File: config.mk
export PLATFORM = sky130hd
export DESIGN_NAME = crlf_framed_key_value_parser
export DESIGN_NICKNAME = d
export VERILOG_FILES = /design/src/sv/crlf_kvp_pkg.sv /design/src/sv/crlf_kvp_step.sv /design/src/sv/crlf_kvp_resq.sv /design/src/sv/crlf_framed_key_value_parser.sv
export VERILOG_INCLUDE_DIRS = /design/src /design/src/sv
export SDC_FILE = /design/constraint.sdc
export NUM_CORES = 1
export LEC_CHECK = 0
export BUFFER_PORTS_ARGS = -buffer_cell sky130_fd_sc_hd__buf_2
export CAP_MARGIN = 0
export CELL_PAD_IN_SITES_DETAIL_PLACEMENT = 0
export CELL_PAD_IN_SITES_GLOBAL_PLACEMENT = 2
export CORE_MARGIN = 2
export CORE_UTILIZATION = 40
export DETAILED_ROUTE_END_ITERATION = 12
export PLACE_DENSITY_LB_ADDON = 0.1
export SYNTH_ARGS = -nofsm -noshare
export SYNTH_HDL_FRONTEND = slang
export SYNTH_SLANG_ARGS = --single-unit
File: constraint.sdc
create_clock -name clk -period 4.98 [get_ports clk]
set_input_delay 0.249 -clock clk [delete_from_list [all_inputs] [get_ports clk]]
set_output_delay 0.249 -clock clk [all_outputs]
set_load 0.01 [all_outputs]
File: src/sv/crlf_framed_key_value_parser_defines.svh
// Assertion macros for the CRLF key/value parser RTL.
// Needs a clock named clk and a reset named rst in the using module.
`ifndef CRLF_FRAMED_KEY_VALUE_PARSER_DEFINES_SVH
`define CRLF_FRAMED_KEY_VALUE_PARSER_DEFINES_SVH

// checked only outside reset
`define CRLF_KVP_ASSERT(lbl, prop, msg) \
  lbl: assert property (@(posedge clk) disable iff (rst) prop) else $error(msg);

// checked at every edge, reset included
`define CRLF_KVP_ASSERT_ALWAYS(lbl, prop, msg) \
  lbl: assert property (@(posedge clk) prop) else $error(msg);

`endif

File: src/sv/crlf_kvp_pkg.sv
// Package for the CRLF key/value parser: characters, codes, limits and types.
// No dependencies.
`timescale 1ns / 1ps
package crlf_kvp_pkg;

  localparam logic [7:0] CH_CR    = 8'h0d;
  localparam logic [7:0] CH_LF    = 8'h0a;
  localparam logic [7:0] CH_COLON = 8'h3a;
  localparam logic [7:0] CH_SPACE = 8'h20;

  localparam logic [6:0] MAX_COMMAND = 7'd64;
  localparam logic [6:0] NAME_CAP    = 7'd65;
  localparam logic [6:0] VALUE_CAP   = 7'd65;

  localparam logic [2:0] K_NAME  = 3'd0;
  localparam logic [2:0] K_VALUE = 3'd1;
  localparam logic [2:0] K_PAIR  = 3'd2;
  localparam logic [2:0] K_ERROR = 3'd3;
  localparam logic [2:0] K_END   = 3'd4;

  localparam logic [1:0] PH_NAME  = 2'd0;
  localparam logic [1:0] PH_SKIP  = 2'd1;
  localparam logic [1:0] PH_VALUE = 2'd2;
  localparam logic [1:0] PH_LF    = 2'd3;

  localparam int RESQ_DEPTH = 4;
  localparam int RESQ_CW    = $clog2(RESQ_DEPTH + 1);
  localparam int RESQ_AW    = $clog2(RESQ_DEPTH);

  typedef struct packed {
    logic [2:0] kind;
    logic [7:0] out_byte;
    logic       last;
  } res_t;

  typedef struct packed {
    logic [1:0] n;
    res_t       r0;
    res_t       r1;
  } step_out_t;

endpackage

File: src/sv/crlf_kvp_step.sv
// Lookahead window, framing and parse state; produces up to two results per byte.
// Depends on crlf_kvp_pkg.
`timescale 1ns / 1ps
module crlf_kvp_step (
  input  logic                   clk,
  input  logic                   rst,
  input  logic                   accept,
  input  logic [7:0]             data_byte,
  input  logic                   restart,
  output crlf_kvp_pkg::step_out_t res
);
  import crlf_kvp_pkg::*;

  logic [7:0] win0, win1, win2;
  logic [7:0] win0_next, win1_next, win2_next;
  logic [1:0] fill, fill_next;
  logic [1:0] phase, phase_next;
  logic [6:0] flen, flen_next;
  logic [6:0] mlen, mlen_next;
  logic       err, err_next;

  always_comb begin
    logic       term;
    logic       em;
    logic [2:0] ek;
    logic [7:0] eb;
    logic [7:0] c;
    win0_next  = win0;
    win1_next  = win1;
    win2_next  = win2;
    fill_next  = fill;
    phase_next = phase;
    flen_next  = flen;
    mlen_next  = mlen;
    err_next   = err;
    res        = '0;
    em         = 1'b0;
    ek         = K_NAME;
    eb         = 8'd0;
    c          = win0;
    term = (fill == 2'd3) && (win0 == CH_CR) && (win1 == CH_LF) && (win2 == CH_CR) &&
           (data_byte == CH_LF);
    if (accept) begin
      if (restart) begin
        win0_next  = '0;
        win1_next  = '0;
        win2_next  = '0;
        fill_next  = '0;
        phase_next = PH_NAME;
        flen_next  = '0;
        mlen_next  = '0;
        err_next   = 1'b0;
      end else if (term) begin
        if (!err && phase == PH_VALUE) begin
          res.n  = 2'd2;
          res.r0 = '{kind: (flen >= VALUE_CAP) ? K_ERROR : K_PAIR, out_byte: 8'd0,
                     last: 1'b0};
          res.r1 = '{kind: K_END, out_byte: 8'd0, last: 1'b1};
        end else begin
          res.n  = 2'd1;
          res.r0 = '{kind: K_END, out_byte: 8'd0, last: 1'b1};
        end
        win0_next  = '0;
        win1_next  = '0;
        win2_next  = '0;
        fill_next  = '0;
        phase_next = PH_NAME;
        flen_next  = '0;
        mlen_next  = '0;
        err_next   = 1'b0;
      end else if (fill != 2'd3) begin
        unique case (fill)
          2'd0:    win0_next = data_byte;
          2'd1:    win1_next = data_byte;
          default: win2_next = data_byte;
        endcase
        fill_next = fill + 2'd1;
      end else begin
        win0_next = win1;
        win1_next = win2;
        win2_next = data_byte;
        if (mlen < MAX_COMMAND) begin
          mlen_next = mlen + 7'd1;
          if (!err) begin
            unique case (phase)
              PH_NAME: begin
                if (c != CH_CR && c != CH_LF) begin
                  if (flen >= NAME_CAP) begin
                    em = 1'b1;
                    ek = K_ERROR;
                  end else if (c == CH_COLON) begin
                    phase_next = PH_SKIP;
                    flen_next  = '0;
                  end else begin
                    flen_next = flen + 7'd1;
                    em = 1'b1;
                    ek = K_NAME;
                    eb = c;
                  end
                end
              end
              PH_SKIP: begin
                if (c != CH_SPACE) begin
                  if (flen >= VALUE_CAP) begin
                    em = 1'b1;
                    ek = K_ERROR;
                  end else begin
                    flen_next  = flen + 7'd1;
                    phase_next = PH_VALUE;
                    em = 1'b1;
                    ek = K_VALUE;
                    eb = c;
                  end
                end
              end
              PH_VALUE: begin
                if (flen >= VALUE_CAP) begin
                  em = 1'b1;
                  ek = K_ERROR;
                end else if (c == CH_CR) begin
                  phase_next = PH_LF;
                  em = 1'b1;
                  ek = K_PAIR;
                end else begin
                  flen_next = flen + 7'd1;
                  em = 1'b1;
                  ek = K_VALUE;
                  eb = c;
                end
              end
              default: begin
                if (c != CH_LF) begin
                  em = 1'b1;
                  ek = K_ERROR;
                end else begin
                  phase_next = PH_NAME;
                  flen_next  = '0;
                end
              end
            endcase
            if (em) begin
              res.n  = 2'd1;
              res.r0 = '{kind: ek, out_byte: eb, last: 1'b1};
              if (ek == K_ERROR) begin
                err_next = 1'b1;
              end
            end
          end
        end
      end
    end
  end

  always_ff @(posedge clk) begin
    if (rst) begin
      win0  <= '0;
      win1  <= '0;
      win2  <= '0;
      fill  <= '0;
      phase <= PH_NAME;
      flen  <= '0;
      mlen  <= '0;
      err   <= 1'b0;
    end else begin
      win0  <= win0_next;
      win1  <= win1_next;
      win2  <= win2_next;
      fill  <= fill_next;
      phase <= phase_next;
      flen  <= flen_next;
      mlen  <= mlen_next;
      err   <= err_next;
    end
  end

endmodule

File: src/sv/crlf_kvp_resq.sv
// Result queue: takes up to two results per cycle, hands out one per transaction.
// Depends on crlf_kvp_pkg and the assertion macros.
`timescale 1ns / 1ps
`include "crlf_framed_key_value_parser_defines.svh"
module crlf_kvp_resq (
  input  logic                    clk,
  input  logic                    rst,
  input  crlf_kvp_pkg::step_out_t push,
  output logic                    room,
  output logic                    result_valid,
  input  logic                    result_stall,
  output crlf_kvp_pkg::res_t      head
);
  import crlf_kvp_pkg::*;

  res_t               q [RESQ_DEPTH];
  res_t               q_next [RESQ_DEPTH];
  logic [RESQ_CW-1:0] count, count_next;
  logic               pop;
  logic [RESQ_CW-1:0] base;

  assign pop          = result_valid && !result_stall;
  assign result_valid = (count != '0);
  assign room         = (count <= RESQ_CW'(RESQ_DEPTH - 2));
  assign head         = q[0];
  assign base         = count - RESQ_CW'(pop);

  always_comb begin
    for (int i = 0; i < RESQ_DEPTH; i++) begin
      q_next[i] = q[i];
    end
    if (pop) begin
      for (int i = 0; i < RESQ_DEPTH - 1; i++) begin
        q_next[i] = q[i + 1];
      end
    end
    for (int i = 0; i < RESQ_DEPTH; i++) begin
      if (push.n != 2'd0 && RESQ_CW'(i) == base) begin
        q_next[i] = push.r0;
      end
      if (push.n == 2'd2 && RESQ_CW'(i) == base + RESQ_CW'(1)) begin
        q_next[i] = push.r1;
      end
    end
    count_next = base + RESQ_CW'(push.n);
  end

  always_ff @(posedge clk) begin
    if (rst) begin
      count <= '0;
    end else begin
      count <= count_next;
    end
  end

  always_ff @(posedge clk) begin
    for (int i = 0; i < RESQ_DEPTH; i++) begin
      q[i] <= q_next[i];
    end
  end

  `CRLF_KVP_ASSERT(a_count_bound, count <= RESQ_CW'(RESQ_DEPTH), "result queue overfilled")
  `CRLF_KVP_ASSERT(a_push_room, (push.n != 2'd0) |-> room, "results pushed without room")
  `CRLF_KVP_ASSERT(a_push_visible, (count == '0 && push.n != 2'd0) |=> result_valid, "result lost")
  `CRLF_KVP_ASSERT(a_no_triple, push.n != 2'd3, "more than two results from one byte")

endmodule

File: src/sv/crlf_framed_key_value_parser.sv
// Top level of the CRLF framed key/value parser: step logic feeding a result queue.
// Depends on crlf_kvp_pkg, crlf_kvp_step and crlf_kvp_resq.
`timescale 1ns / 1ps
// Takes one byte of a session stream per cycle while byte_stall is low and emits
// name bytes, value bytes, pair-complete, error and message-end results, one per
// output transaction. A byte is taken whenever the four-entry result queue has two
// free slots, so with an output that does not stall the input runs at one byte
// per clock; results produced when a byte is taken are registered in the queue.
// Only the byte that completes a CR LF CR LF terminator can produce two results,
// and the queue absorbs the extra one. Results of a byte appear three bytes later,
// after the lookahead window; a restart byte clears step state, yielding nothing.
module crlf_framed_key_value_parser (
  input  logic       clk,
  input  logic       rst,
  input  logic       byte_valid,
  output logic       byte_stall,
  input  logic [7:0] data_byte,
  input  logic       restart,
  output logic       result_valid,
  input  logic       result_stall,
  output logic [2:0] kind,
  output logic [7:0] out_byte,
  output logic       last
);
  import crlf_kvp_pkg::*;

  logic      accept;
  logic      room;
  step_out_t step_res;
  res_t      head;

  assign byte_stall = !room;
  assign accept     = byte_valid && room;

  crlf_kvp_step u_step (
    .clk       (clk),
    .rst       (rst),
    .accept    (accept),
    .data_byte (data_byte),
    .restart   (restart),
    .res       (step_res)
  );

  crlf_kvp_resq u_resq (
    .clk          (clk),
    .rst          (rst),
    .push         (step_res),
    .room         (room),
    .result_valid (result_valid),
    .result_stall (result_stall),
    .head         (head)
  );

  assign kind     = head.kind;
  assign out_byte = head.out_byte;
  assign last     = head.last;

endmodule
==> results of run 1 <==
-- flip-flops by register name, summed over array words and instances, names as in the netlist --
register / count
u_step.win2: 8
u_resq.count: 3
u_step.fill: 2
u_step.mlen: 7
u_step.win1: 8
u_step.phase: 2
u_step.err: 1
u_resq.q: 48
u_step.flen: 7
u_step.win0: 8
-- area by class of cell --
type	count	area [um^2]
Timing Repair Buffer	33	183
Fill cell	1342	6910
Inverter	25	93.8
Multi-Input combinational cell	486	2860
Clock inverter	3	17.5
Sequential cell	94	1960
Clock buffer	13	270
Tap cell	172	215
-- stage by stage --
stage	utilization	total power, mW
floorplan	-	1.10
global placement	0.425	1.20
detailed placement	0.425	1.20
CTS	0.448	1.87
global route	0.448	1.94
finish	0.448	1.84
-- cell families (layout without fill, tap and decap cells) --
| logic type | Yosys count | in the layout | synth area share |
|---|---|---|---|
| mux | 17 | 17 | 0.0338 |
| simple gates | 349 | 349 | 0.357 |
| fa+ha+maj | 15 | 15 | 0.0385 |
| compound gates | 98 | 98 | 0.124 |
| xor+xnor | 7 | 7 | 0.0121 |
| buf+inv | 60 | 74 | 0.0474 |
| flops | 94 | 94 | 0.387 |
-- power by group --
group,leakage (nW),internal (mW),switching (mW)
Combinational,1.20,0.112,0.236
Sequential,0.774,0.801,0.0285
Clock,0.142,0.378,0.286
Total,2.12,1.29,0.551
-- cells in the mapped netlist, types with 2 or more instances --
master                      n
sky130_fd_sc_hd__and2_1     4
sky130_fd_sc_hd__xor2_1     5
sky130_fd_sc_hd__nand3b_1  19
sky130_fd_sc_hd__nand2_1   87
sky130_fd_sc_hd__nand4_1   10
sky130_fd_sc_hd__inv_1     25
sky130_fd_sc_hd__nor2b_1   13
sky130_fd_sc_hd__or4_1      3
sky130_fd_sc_hd__a41oi_1    2
sky130_fd_sc_hd__a21o_1     6
sky130_fd_sc_hd__ha_1      14
sky130_fd_sc_hd__buf_2      3
sky130_fd_sc_hd__and4_1     3
sky130_fd_sc_hd__nand2b_1   7
sky130_fd_sc_hd__edfxtp_1   8
sky130_fd_sc_hd__or3_1      5
sky130_fd_sc_hd__and3_1    36
sky130_fd_sc_hd__nor3_2     3
sky130_fd_sc_hd__mux2i_1   16
sky130_fd_sc_hd__o211ai_1   2
sky130_fd_sc_hd__xnor2_1    2
sky130_fd_sc_hd__nor4bb_1   2
sky130_fd_sc_hd__dfxtp_1   86
sky130_fd_sc_hd__nor2_1    75
sky130_fd_sc_hd__nor3_1    42
sky130_fd_sc_hd__a211o_1    4
sky130_fd_sc_hd__a31oi_1    2
sky130_fd_sc_hd__nor4b_1    7
sky130_fd_sc_hd__a211oi_1   5
sky130_fd_sc_hd__o21ai_0   11
sky130_fd_sc_hd__nor3b_1    3
sky130_fd_sc_hd__o31ai_1   20
sky130_fd_sc_hd__nor4_1     6
sky130_fd_sc_hd__clkbuf_1  29
sky130_fd_sc_hd__nand3_1   20
sky130_fd_sc_hd__a21oi_1   39
-- worst max-delay path: cells and delay by family, from the launching register on --
kind | cells | cell delay (ns)
AND/OR/NAND/NOR | 5 | 1.26
buffers and inverters | 2 | 0.34
XOR/XNOR | 1 | 0.16
flip-flops | 1 | 0.38
AO/OA/AOI/OAI | 1 | 0.29
adder cells (fa/ha/maj) | 3 | 0.85
-- layer usage --
metal / up-vias / global-route usage / share of wire
met2: 68 / 0.305 / 0.46
li1: 2284 / - / -
met5: - / 0 / 0
met3: 10 / 0.0259 / 0.029
met4: 0 / 0.0659 / 0.013
met1: 2072 / 0.262 / 0.50
-- path summary, 6_finish.rpt --
kind,from,end,slack (ns),cells after the start
worst min-delay path,data_byte[3],u_step.win2[3]$_SDFFE_PP0P_,0.19,3
worst max register to register,u_step.fill[0]$_SDFFE_PP0P_,u_resq.count[2]$_SDFF_PP0_,1.55,12
worst max-delay path,u_step.fill[0]$_SDFFE_PP0P_,u_resq.count[2]$_SDFF_PP0_,1.55,12
worst min register to register,u_step.win2[3]$_SDFFE_PP0P_,u_step.win2[3]$_SDFFE_PP0P_,0.50,2
==> results.md, run 1 <==
- Outcome: complete, no violations
- Std-Cell Rows: just over 40
- Total routing usage reported by global routing: 0.190
- Total Nets Final: slightly below 700
- Detailed router's first-iteration violation count: about 300
- Post-CTS Repair Setup Buffers: 0
- Required time of the critical path: a little over 5 ns
- IO Port Bufs: 26
- Library cell contributing the largest single delay on the critical path: sky130_fd_sc_hd__or4_1
- Least-Margin Pin Slew: around 1 ns
- Overall die height: around 120 um
- Sequential share of the synthesized area: 0.387
- Synth top area cells: sky130_fd_sc_hd__dfxtp_1 (34%), sky130_fd_sc_hd__nand2_1 (6.4%), sky130_fd_sc_hd__nor2_1 (5.6%)
- EDFF count, synth: 8
- # resized after CTS: 0
- Estimated wirelength of the detail-placed design: between 8000 and 9000 um
- CTS tree: built
- Mean area per synthesized cell: just under 8 um^2
- Final Hold Slack: 0.187 ns
- Max VDD drop: 126 uV
- Leak Pwr: around 2.1 nW
- Register clock-pin slew on the reported worst setup and hold paths: around 0.060 ns
- Power Dens Cells: about 330 nW/um^2
- Cell area reported after detailed placement: between 5000 and 6000 um^2
- Total via count in the routed design: about 4400
- Number of warning messages in the yosys log: 0
- Largest stage delay, worst path: 0.71 ns
- Post-DR vias/cell: ~5.4
- Maximum clock rate: slightly below 300 MHz
- Post-synthesis instance area: approximately 5000 um^2
- Total core area: about 13000 um^2
- Final weighted congestion in routability-driven placement: approximately 0.83
- Worst relative slew slack: 0.326
- Total gr overflow: 0
- Arrival time of data at the critical path endpoint: between 3 and 4 ns
- Ys async rst share: 0
- Skew final: roughly 0.007 ns
- Cell Count, Final, Fillers Out: roughly 830
- Hold bufs inserted after CTS: 0
- Clk Latency, worst-skew pair: 0.34 ns
- TritonCTS Sinks: 94
- Post-route antenna net violation count: 0
- Max-cap violation count: 0
- Via count of the first global-routing pass: 4047
- Largest driver fanout on the critical path: 24
- Synthesized Nets: 668
- Detailed-route wire length per cell: between 10 and 15 um
- Clk root buf: sky130_fd_sc_hd__clkbuf_16
- Post-synthesis cell type count: 52
- First-pass GRT wire length: between 20000 and 25000 um
- Minimum period implied by the final worst setup slack: between 3 and 4 ns
- Crit-path cells: ha_1 -> buf_4 -> and2_1 -> nand4_1 -> or4_1 -> a21o_1 -> nor3_1 -> ha_1 -> inv_1 -> fa_1 -> xnor2_1 -> nor2_1
- Post-synthesis sequential element count: 94
- Final Routed Wirelength: approximately 12000 um
- Number of clock buffers inserted by TritonCTS: 9
- Kind of path behind the tightest hold check: in -> reg
- Area share of the largest cell type after synthesis: 0.340
- Setup Total Neg Slack: 0 ns
- Number of remaining DRC errors: 0
- Most used flip-flop cell after synthesis: sky130_fd_sc_hd__dfxtp_1
- Largest net degree at the start of global routing: 43
- Fraction of final layout cells with drive strength greater than 1: 0.0856
- Final max-slew violation count: 0
- Die Width: about 120 um
- Initial cell density of the core: 0.405
- Number of antenna violations at the first check in global routing: 0
- Period Utilization, post-route: 0.688
- Setup WS pre-CTS: around 1.5 ns
- Most common cell after layout, fill and taps aside: sky130_fd_sc_hd__nand2_1
- Post-layout worst setup margin: around 1.6 ns
- Total die area: roughly 14000 um^2
- Gate count of the mapped netlist: 640
- Sort of element at the start of the critical path: flip-flop
- First-pass DRT Iterations: 5
- Unrepaired setup endpoints after global routing: no
- Nature of the critical path endpoint: flip-flop
- Final-report hold violation count: 0
- Total number of H-tree levels: 3
- Antenna Diode Count: 0
- Top library cells by usage in the layout, fill and taps aside: sky130_fd_sc_hd__nand2_1 (87), sky130_fd_sc_hd__dfxtp_1 (86), sky130_fd_sc_hd__nor2_1 (75)
- Cell area after layout: approximately 5600 um^2
- CTS max path bufs: 2
- Cell with the most instances on the worst path: sky130_fd_sc_hd__ha_1
- Post-placement cell count: between 800 and 900
- Number of primary I/O pins: 27
- Signed area change from the synthesized netlist to the final layout: 10.6%
- Cell type with the largest total area after synthesis: sky130_fd_sc_hd__dfxtp_1
- Final setup violation count: 0
- Crit Path Class: reg -> reg
Power figures use the tool's default switching activity.
==> inputs of run 2 (changes only) <==
Settings changed: CORE_UTILIZATION 40 to 33.
Clock period 4.98 ns to 3.1 ns, I/O delays scaled along.
==> results.md, run 2 (synthesis results as in run 1) <==
- Outcome: complete, no violations
- IO Port Bufs: 26
- Total via count in the routed design: about 4500
- Total core area: around 15000 um^2
- Max reg flops: 48
- Uppermost metal layer occupied by signal nets: met4
- Max-cap violation count: 0
- Library cell contributing the largest single delay on the critical path: sky130_fd_sc_hd__or4_1
- Leak Pwr: between 2 and 2.5 nW
- CTS tree: built
- Amount of wire on met3 after detailed routing: 372 um
- Final Hold Slack: around 0.084 ns
- Total gr overflow: 0
- CTS max path bufs: 2
- Number of clock buffers inserted by TritonCTS: 9
- Nature of the critical path endpoint: flip-flop
- Power Dens Cells: approximately 530 nW/um^2
- # resized after CTS: 0
- Layout fillers: between 1500 and 2000
- Std-Cell Rows: 45
- Register with the highest flop count: u_resq.q
- Worst relative slew slack: 0.251
- Die Width: about 130 um
- Detailed-route wire length per cell: about 15 um
- First-pass DRT Iterations: 5
- Final max-slew violation count: 0
- Clk root buf: sky130_fd_sc_hd__clkbuf_16
- Detailed router's first-iteration violation count: 254
- Hold bufs inserted after CTS: 0
- Final setup violation count: 0
- Least-Margin Pin Slew: about 1.1 ns
- Area occupied by multi-input gates: 2880 um^2
- Final-report hold violation count: 0
- Antenna Diode Count: 0
- Kind of path behind the tightest hold check: in -> reg
- Minimum period implied by the final worst setup slack: approximately 2.8 ns
- Fraction of final layout cells with drive strength greater than 1: 0.145
- Top library cells by usage in the layout, fill and taps aside: sky130_fd_sc_hd__nand2_1 (87), sky130_fd_sc_hd__dfxtp_1 (86), sky130_fd_sc_hd__nor2_1 (74)
- Number of primary I/O pins: 27
- Via count of the first global-routing pass: between 4000 and 5000
- Register Area: approximately 2000 um^2
- Post-CTS Repair Setup Buffers: 0
- Register clock-pin slew on the reported worst setup and hold paths: 0.07 ns
- Number of remaining DRC errors: 0
- Total Nets Final: roughly 700
- Final weighted congestion in routability-driven placement: 0.782
- Final Routed Wirelength: 13300 um
- Most common cell after layout, fill and taps aside: sky130_fd_sc_hd__nand2_1
- Maximum clock rate: about 350 MHz
- Buffering stage count on the worst path with inverters included: 1
- Crit Path Class: reg -> reg
- Setup Total Neg Slack: 0 ns
- Max VDD drop: 285 uV
- Number of antenna violations at the first check in global routing: 0
- First-pass GRT wire length: between 20000 and 25000 um
- Clk Latency, worst-skew pair: 0.35 ns
- Unrepaired setup endpoints after global routing: no
- Metal1 wirelength: between 6000 and 7000 um
- Skew final: ~0.0079 ns
- Largest net degree at the start of global routing: between 40 and 50
- Signed area change from the synthesized netlist to the final layout: 18.1%
- Largest stage delay, worst path: between 0.5 and 0.6 ns
- TritonCTS Sinks: 94
- Arrival time of data at the critical path endpoint: around 3 ns
- Estimated wirelength of the detail-placed design: 9890 um
- Total length of routed met2 wires: 6170 um
- Overall die height: approximately 130 um
- Total die area: between 15000 and 20000 um^2
- Required time of the critical path: 3.32 ns
- Total number of H-tree levels: 3
- Period Utilization, post-route: 0.915
- Total routing usage reported by global routing: 0.171
- Family with the most delay on the worst path: simple AND/OR/NAND/NOR gates
- Post-route antenna net violation count: 0
- Post-DR vias/cell: ~5.1
- Largest driver fanout on the critical path: 6
- Initial cell density of the core: 0.336
- Crit-path cells: nor4_4 -> nand3_4 -> or4_1 -> a21o_1 -> nor3_1 -> ha_1 -> inv_1 -> fa_1 -> xnor2_1 -> nor2_1
- Sort of element at the start of the critical path: flip-flop
## run 2: per-layer routing
layer / global-route usage / up-vias
li1: - / 2358
met1: 0.233 / 2110
met2: 0.281 / 58
met3: 0.0250 / 8
met4: 0.0549 / 0
met5: 0 / -
## run 2: area by class of cell
type / count / share of cell area
multi-input combinational: 486 / 0.481
inverter: 25 / 0.0157
timing repair buffer: 74 / 0.0820
tap: 188 / 0.0393
clock inverter: 5 / 0.0102
sequential: 94 / 0.328
clock buffer: 11 / 0.0441
## run 2: metrics by stage
step	cell area [um^2]	utilization	power (mW)	std cells	setup slack, ns
3_5_place_dp	5660	0.375	2.00	867	0.219
5_1_grt	5980	0.397	3.36	883	0.000477
4_1_cts	5980	0.397	3.23	883	0.195
3_3_place_gp	5660	0.375	2.00	867	0.236
2_1_floorplan	5090	-	1.79	640	0.0277
6_report	5980	0.397	3.17	883	0.264
## run 2: report_power, final
part	switching (mW)	total, mW	internal (mW)
logic	0.408	0.631	0.222
clock network	0.503	1.21	0.703
registers	0.0428	1.33	1.29
## run 2: path summary, 6_finish.rpt
path	startpoint	end	slack (ns)	depth (start not counted)
worst max register to register	u_step.win0[6]$_SDFFE_PP0P_	u_resq.count[2]$_SDFF_PP0_	0.26	10
worst max-delay path	u_step.win0[6]$_SDFFE_PP0P_	u_resq.count[2]$_SDFF_PP0_	0.26	10
worst min-delay path	data_byte[3]	u_step.win2[3]$_SDFFE_PP0P_	0.08	3
worst min register to register	u_step.win2[3]$_SDFFE_PP0P_	u_step.win2[3]$_SDFFE_PP0P_	0.49	2
## run 2: worst min-delay path, stage by stage
cell,delay [ns]
sky130_fd_sc_hd__buf_2,0.11
sky130_fd_sc_hd__nand3_1,0.06
sky130_fd_sc_hd__a21oi_1,0.06
==> inputs of run 3 (changes only) <==
--- a/constraint.sdc
+++ b/constraint.sdc
@@ -3,2 +3,2 @@
 set_output_delay 0.155 -clock clk [all_outputs]
-set_load 0.01 [all_outputs]
+set_load 0.005 [all_outputs]
==> results.md, run 3 (synthesis results as in run 1) <==
- Most common cell after layout, fill and taps aside: sky130_fd_sc_hd__nand2_1
- Final max-slew violation count: 0
- Number of remaining DRC errors: 0
- Maximum clock rate: ~350 MHz
- Number of clock buffers inserted by TritonCTS: 9
- Number of antenna violations at the first check in global routing: 0
- First-pass DRT Iterations: 4
- # resized after CTS: 0
- Critical Path Start: u_step.win1[5]$_SDFFE_PP0P_
- Clk root buf: sky130_fd_sc_hd__clkbuf_16
- Signed area change from the synthesized netlist to the final layout: 17.4%
- Largest driver fanout on the critical path: 4
- Register Area: just under 2000 um^2
- Final weighted congestion in routability-driven placement: 0.825
- Max VDD drop: roughly 250 uV
- Utilization after layout: 0.394
- Kind of path behind the tightest hold check: in -> reg
- Final setup violation count: 0
- Power Dens Cells: approximately 510 nW/um^2
- Post-route antenna net violation count: 0
- Via count of the first global-routing pass: between 4000 and 5000
- CTS max path bufs: 2
- Total gr overflow: 0
- Total Power Consumption: a little over 3 mW
- Register with the highest flop count: u_resq.q
- Antenna Diode Count: 0
- Post-DR vias/cell: 5.15
- Final-report hold violation count: 0
- Unrepaired setup endpoints after global routing: no
- Arrival time of data at the critical path endpoint: 3.06 ns
- Area occupied by multi-input gates: between 2000 and 3000 um^2
- Library cell contributing the largest single delay on the critical path: sky130_fd_sc_hd__or4_1
- Top library cells by usage in the layout, fill and taps aside: sky130_fd_sc_hd__nand2_1 (87), sky130_fd_sc_hd__dfxtp_1 (86), sky130_fd_sc_hd__nor2_1 (74)
- CTS tree: built
- Skew final: 0.00735 ns
- Initial cell density of the core: 0.336
- Period Utilization, post-route: 0.920
- Final Routed Wirelength: about 13000 um
- Cell area after layout: 5950 um^2
- Hold bufs inserted after CTS: 0
- Final Hold Slack: 0.0802 ns
- Setup WS pre-CTS: ~0.19 ns
- Total number of H-tree levels: 3
- Minimum period implied by the final worst setup slack: around 2.9 ns
- Max-cap violation count: 0
- Total Nets Final: 717
- Total routing usage reported by global routing: 0.170
- Setup Total Neg Slack: 0 ns
- Largest stage delay, worst path: roughly 0.62 ns
- Crit Path Class: reg -> reg
- TritonCTS Sinks: 94
- First-pass GRT wire length: 22400 um
- Required time of the critical path: 3.31 ns
- Metal1 wirelength: 6450 um
- Family with the most delay on the worst path: simple AND/OR/NAND/NOR gates
- Post-layout worst setup margin: about 0.25 ns
- Switching share of power: 0.306
- Combinational group share of total power: 0.201
- Estimated wirelength of the detail-placed design: around 9800 um
- Fraction of final layout cells with drive strength greater than 1: 0.144
- Post-placement cell count: 866
- Clk Latency, worst-skew pair: ~0.35 ns
- Overall die height: 128 um
- Outcome: complete, no violations
- IO Port Bufs: 26
- Total die area: 16400 um^2
- Total core area: 15100 um^2
- Nature of the critical path endpoint: flip-flop
- Layout fillers: between 1500 and 2000
- Least-Margin Pin Slew: between 1 and 1.5 ns
- Seq pwr share: 0.438
- Die Width: 128 um
- Total via count in the routed design: 4543
- Detailed router's first-iteration violation count: ~200
- Largest net degree at the start of global routing: 43
- Worst hold start: data_byte[3]
- Origin of the critical flop-to-flop path: u_step.win1[5]$_SDFFE_PP0P_
- Switching pwr: about 0.93 mW
- Std-Cell Rows: 45
- Detailed-route wire length per cell: between 10 and 15 um
- Number of primary I/O pins: 27
- Sort of element at the start of the critical path: flip-flop
- Worst relative slew slack: 0.278
- Post-CTS Repair Setup Buffers: 0
- Register clock-pin slew on the reported worst setup and hold paths: 0.07 ns
- Uppermost metal layer occupied by signal nets: met4
- Power Internal: approximately 2.1 mW
- Leak Pwr: 2.32 nW
- Cell area reported after detailed placement: approximately 5600 um^2
- Amount of wire on met3 after detailed routing: roughly 320 um
- Max reg flops: 48
- Part of the power in the clock network: 0.362
- Buffering stage count on the worst path with inverters included: 1
- Cell Count, Final, Fillers Out: roughly 880
- Total length of routed met2 wires: slightly above 6000 um
- Crit-path cells: nor4_1 -> nand4_1 -> or4_1 -> a21o_1 -> nor3_1 -> ha_1 -> inv_1 -> fa_1 -> xnor2_1 -> nor2_1
-- run 3: cell types whose count changed in the layout (fill, tap and decap cells not counted), sizes merged --
cell      previous run  this run
buf                 74        73
bufinv               1         0
clkinv               2         4
clkinvlp             0         1
inv                 27        25
-- run 3: final timing paths --
check / end / slack (ns) / cells past startpoint
min: u_step.win2[3]$_SDFFE_PP0P_ / 0.08 / 3
max: u_resq.count[2]$_SDFF_PP0_ / 0.25 / 10
max reg2reg: u_resq.count[2]$_SDFF_PP0_ / 0.25 / 10
min reg2reg: u_step.win2[2]$_SDFFE_PP0P_ / 0.49 / 2
-- run 3: per-layer routing --
layer | up-vias | GRT usage
met5 | - | 0
li1 | 2354 | -
met1 | 2114 | 0.226
met4 | 0 | 0.0692
met3 | 15 | 0.0275
met2 | 60 | 0.276
-- run 3: layout make-up --
class / instances / share of cell area
well taps: 188 / 0.0395
inverters: 25 / 0.0158
clock buffers: 11 / 0.0444
multi-input cells: 486 / 0.484
flip-flops and latches: 94 / 0.330
repair buffers: 73 / 0.0812
clock inverters: 5 / 0.00526
-- run 3: worst min-delay path: cells and delay by family --
kind,cells,cell delay [ns]
buffers and inverters,1,0.11
and+or+nand+nor,1,0.06
AOI/OAI and AO/OA,1,0.06
-- run 3: power by group through the flow --
| stage | clock, mW | combinational, mW | sequential (mW) |
|---|---|---|---|
| finish | 1.10 | 0.610 | 1.33 |
| global placement | 0 | 0.613 | 1.36 |
| global route | 1.19 | 0.697 | 1.34 |
| CTS | 1.14 | 0.616 | 1.33 |
| floorplan | 0 | 0.425 | 1.35 |
| detailed placement | 0 | 0.614 | 1.36 |
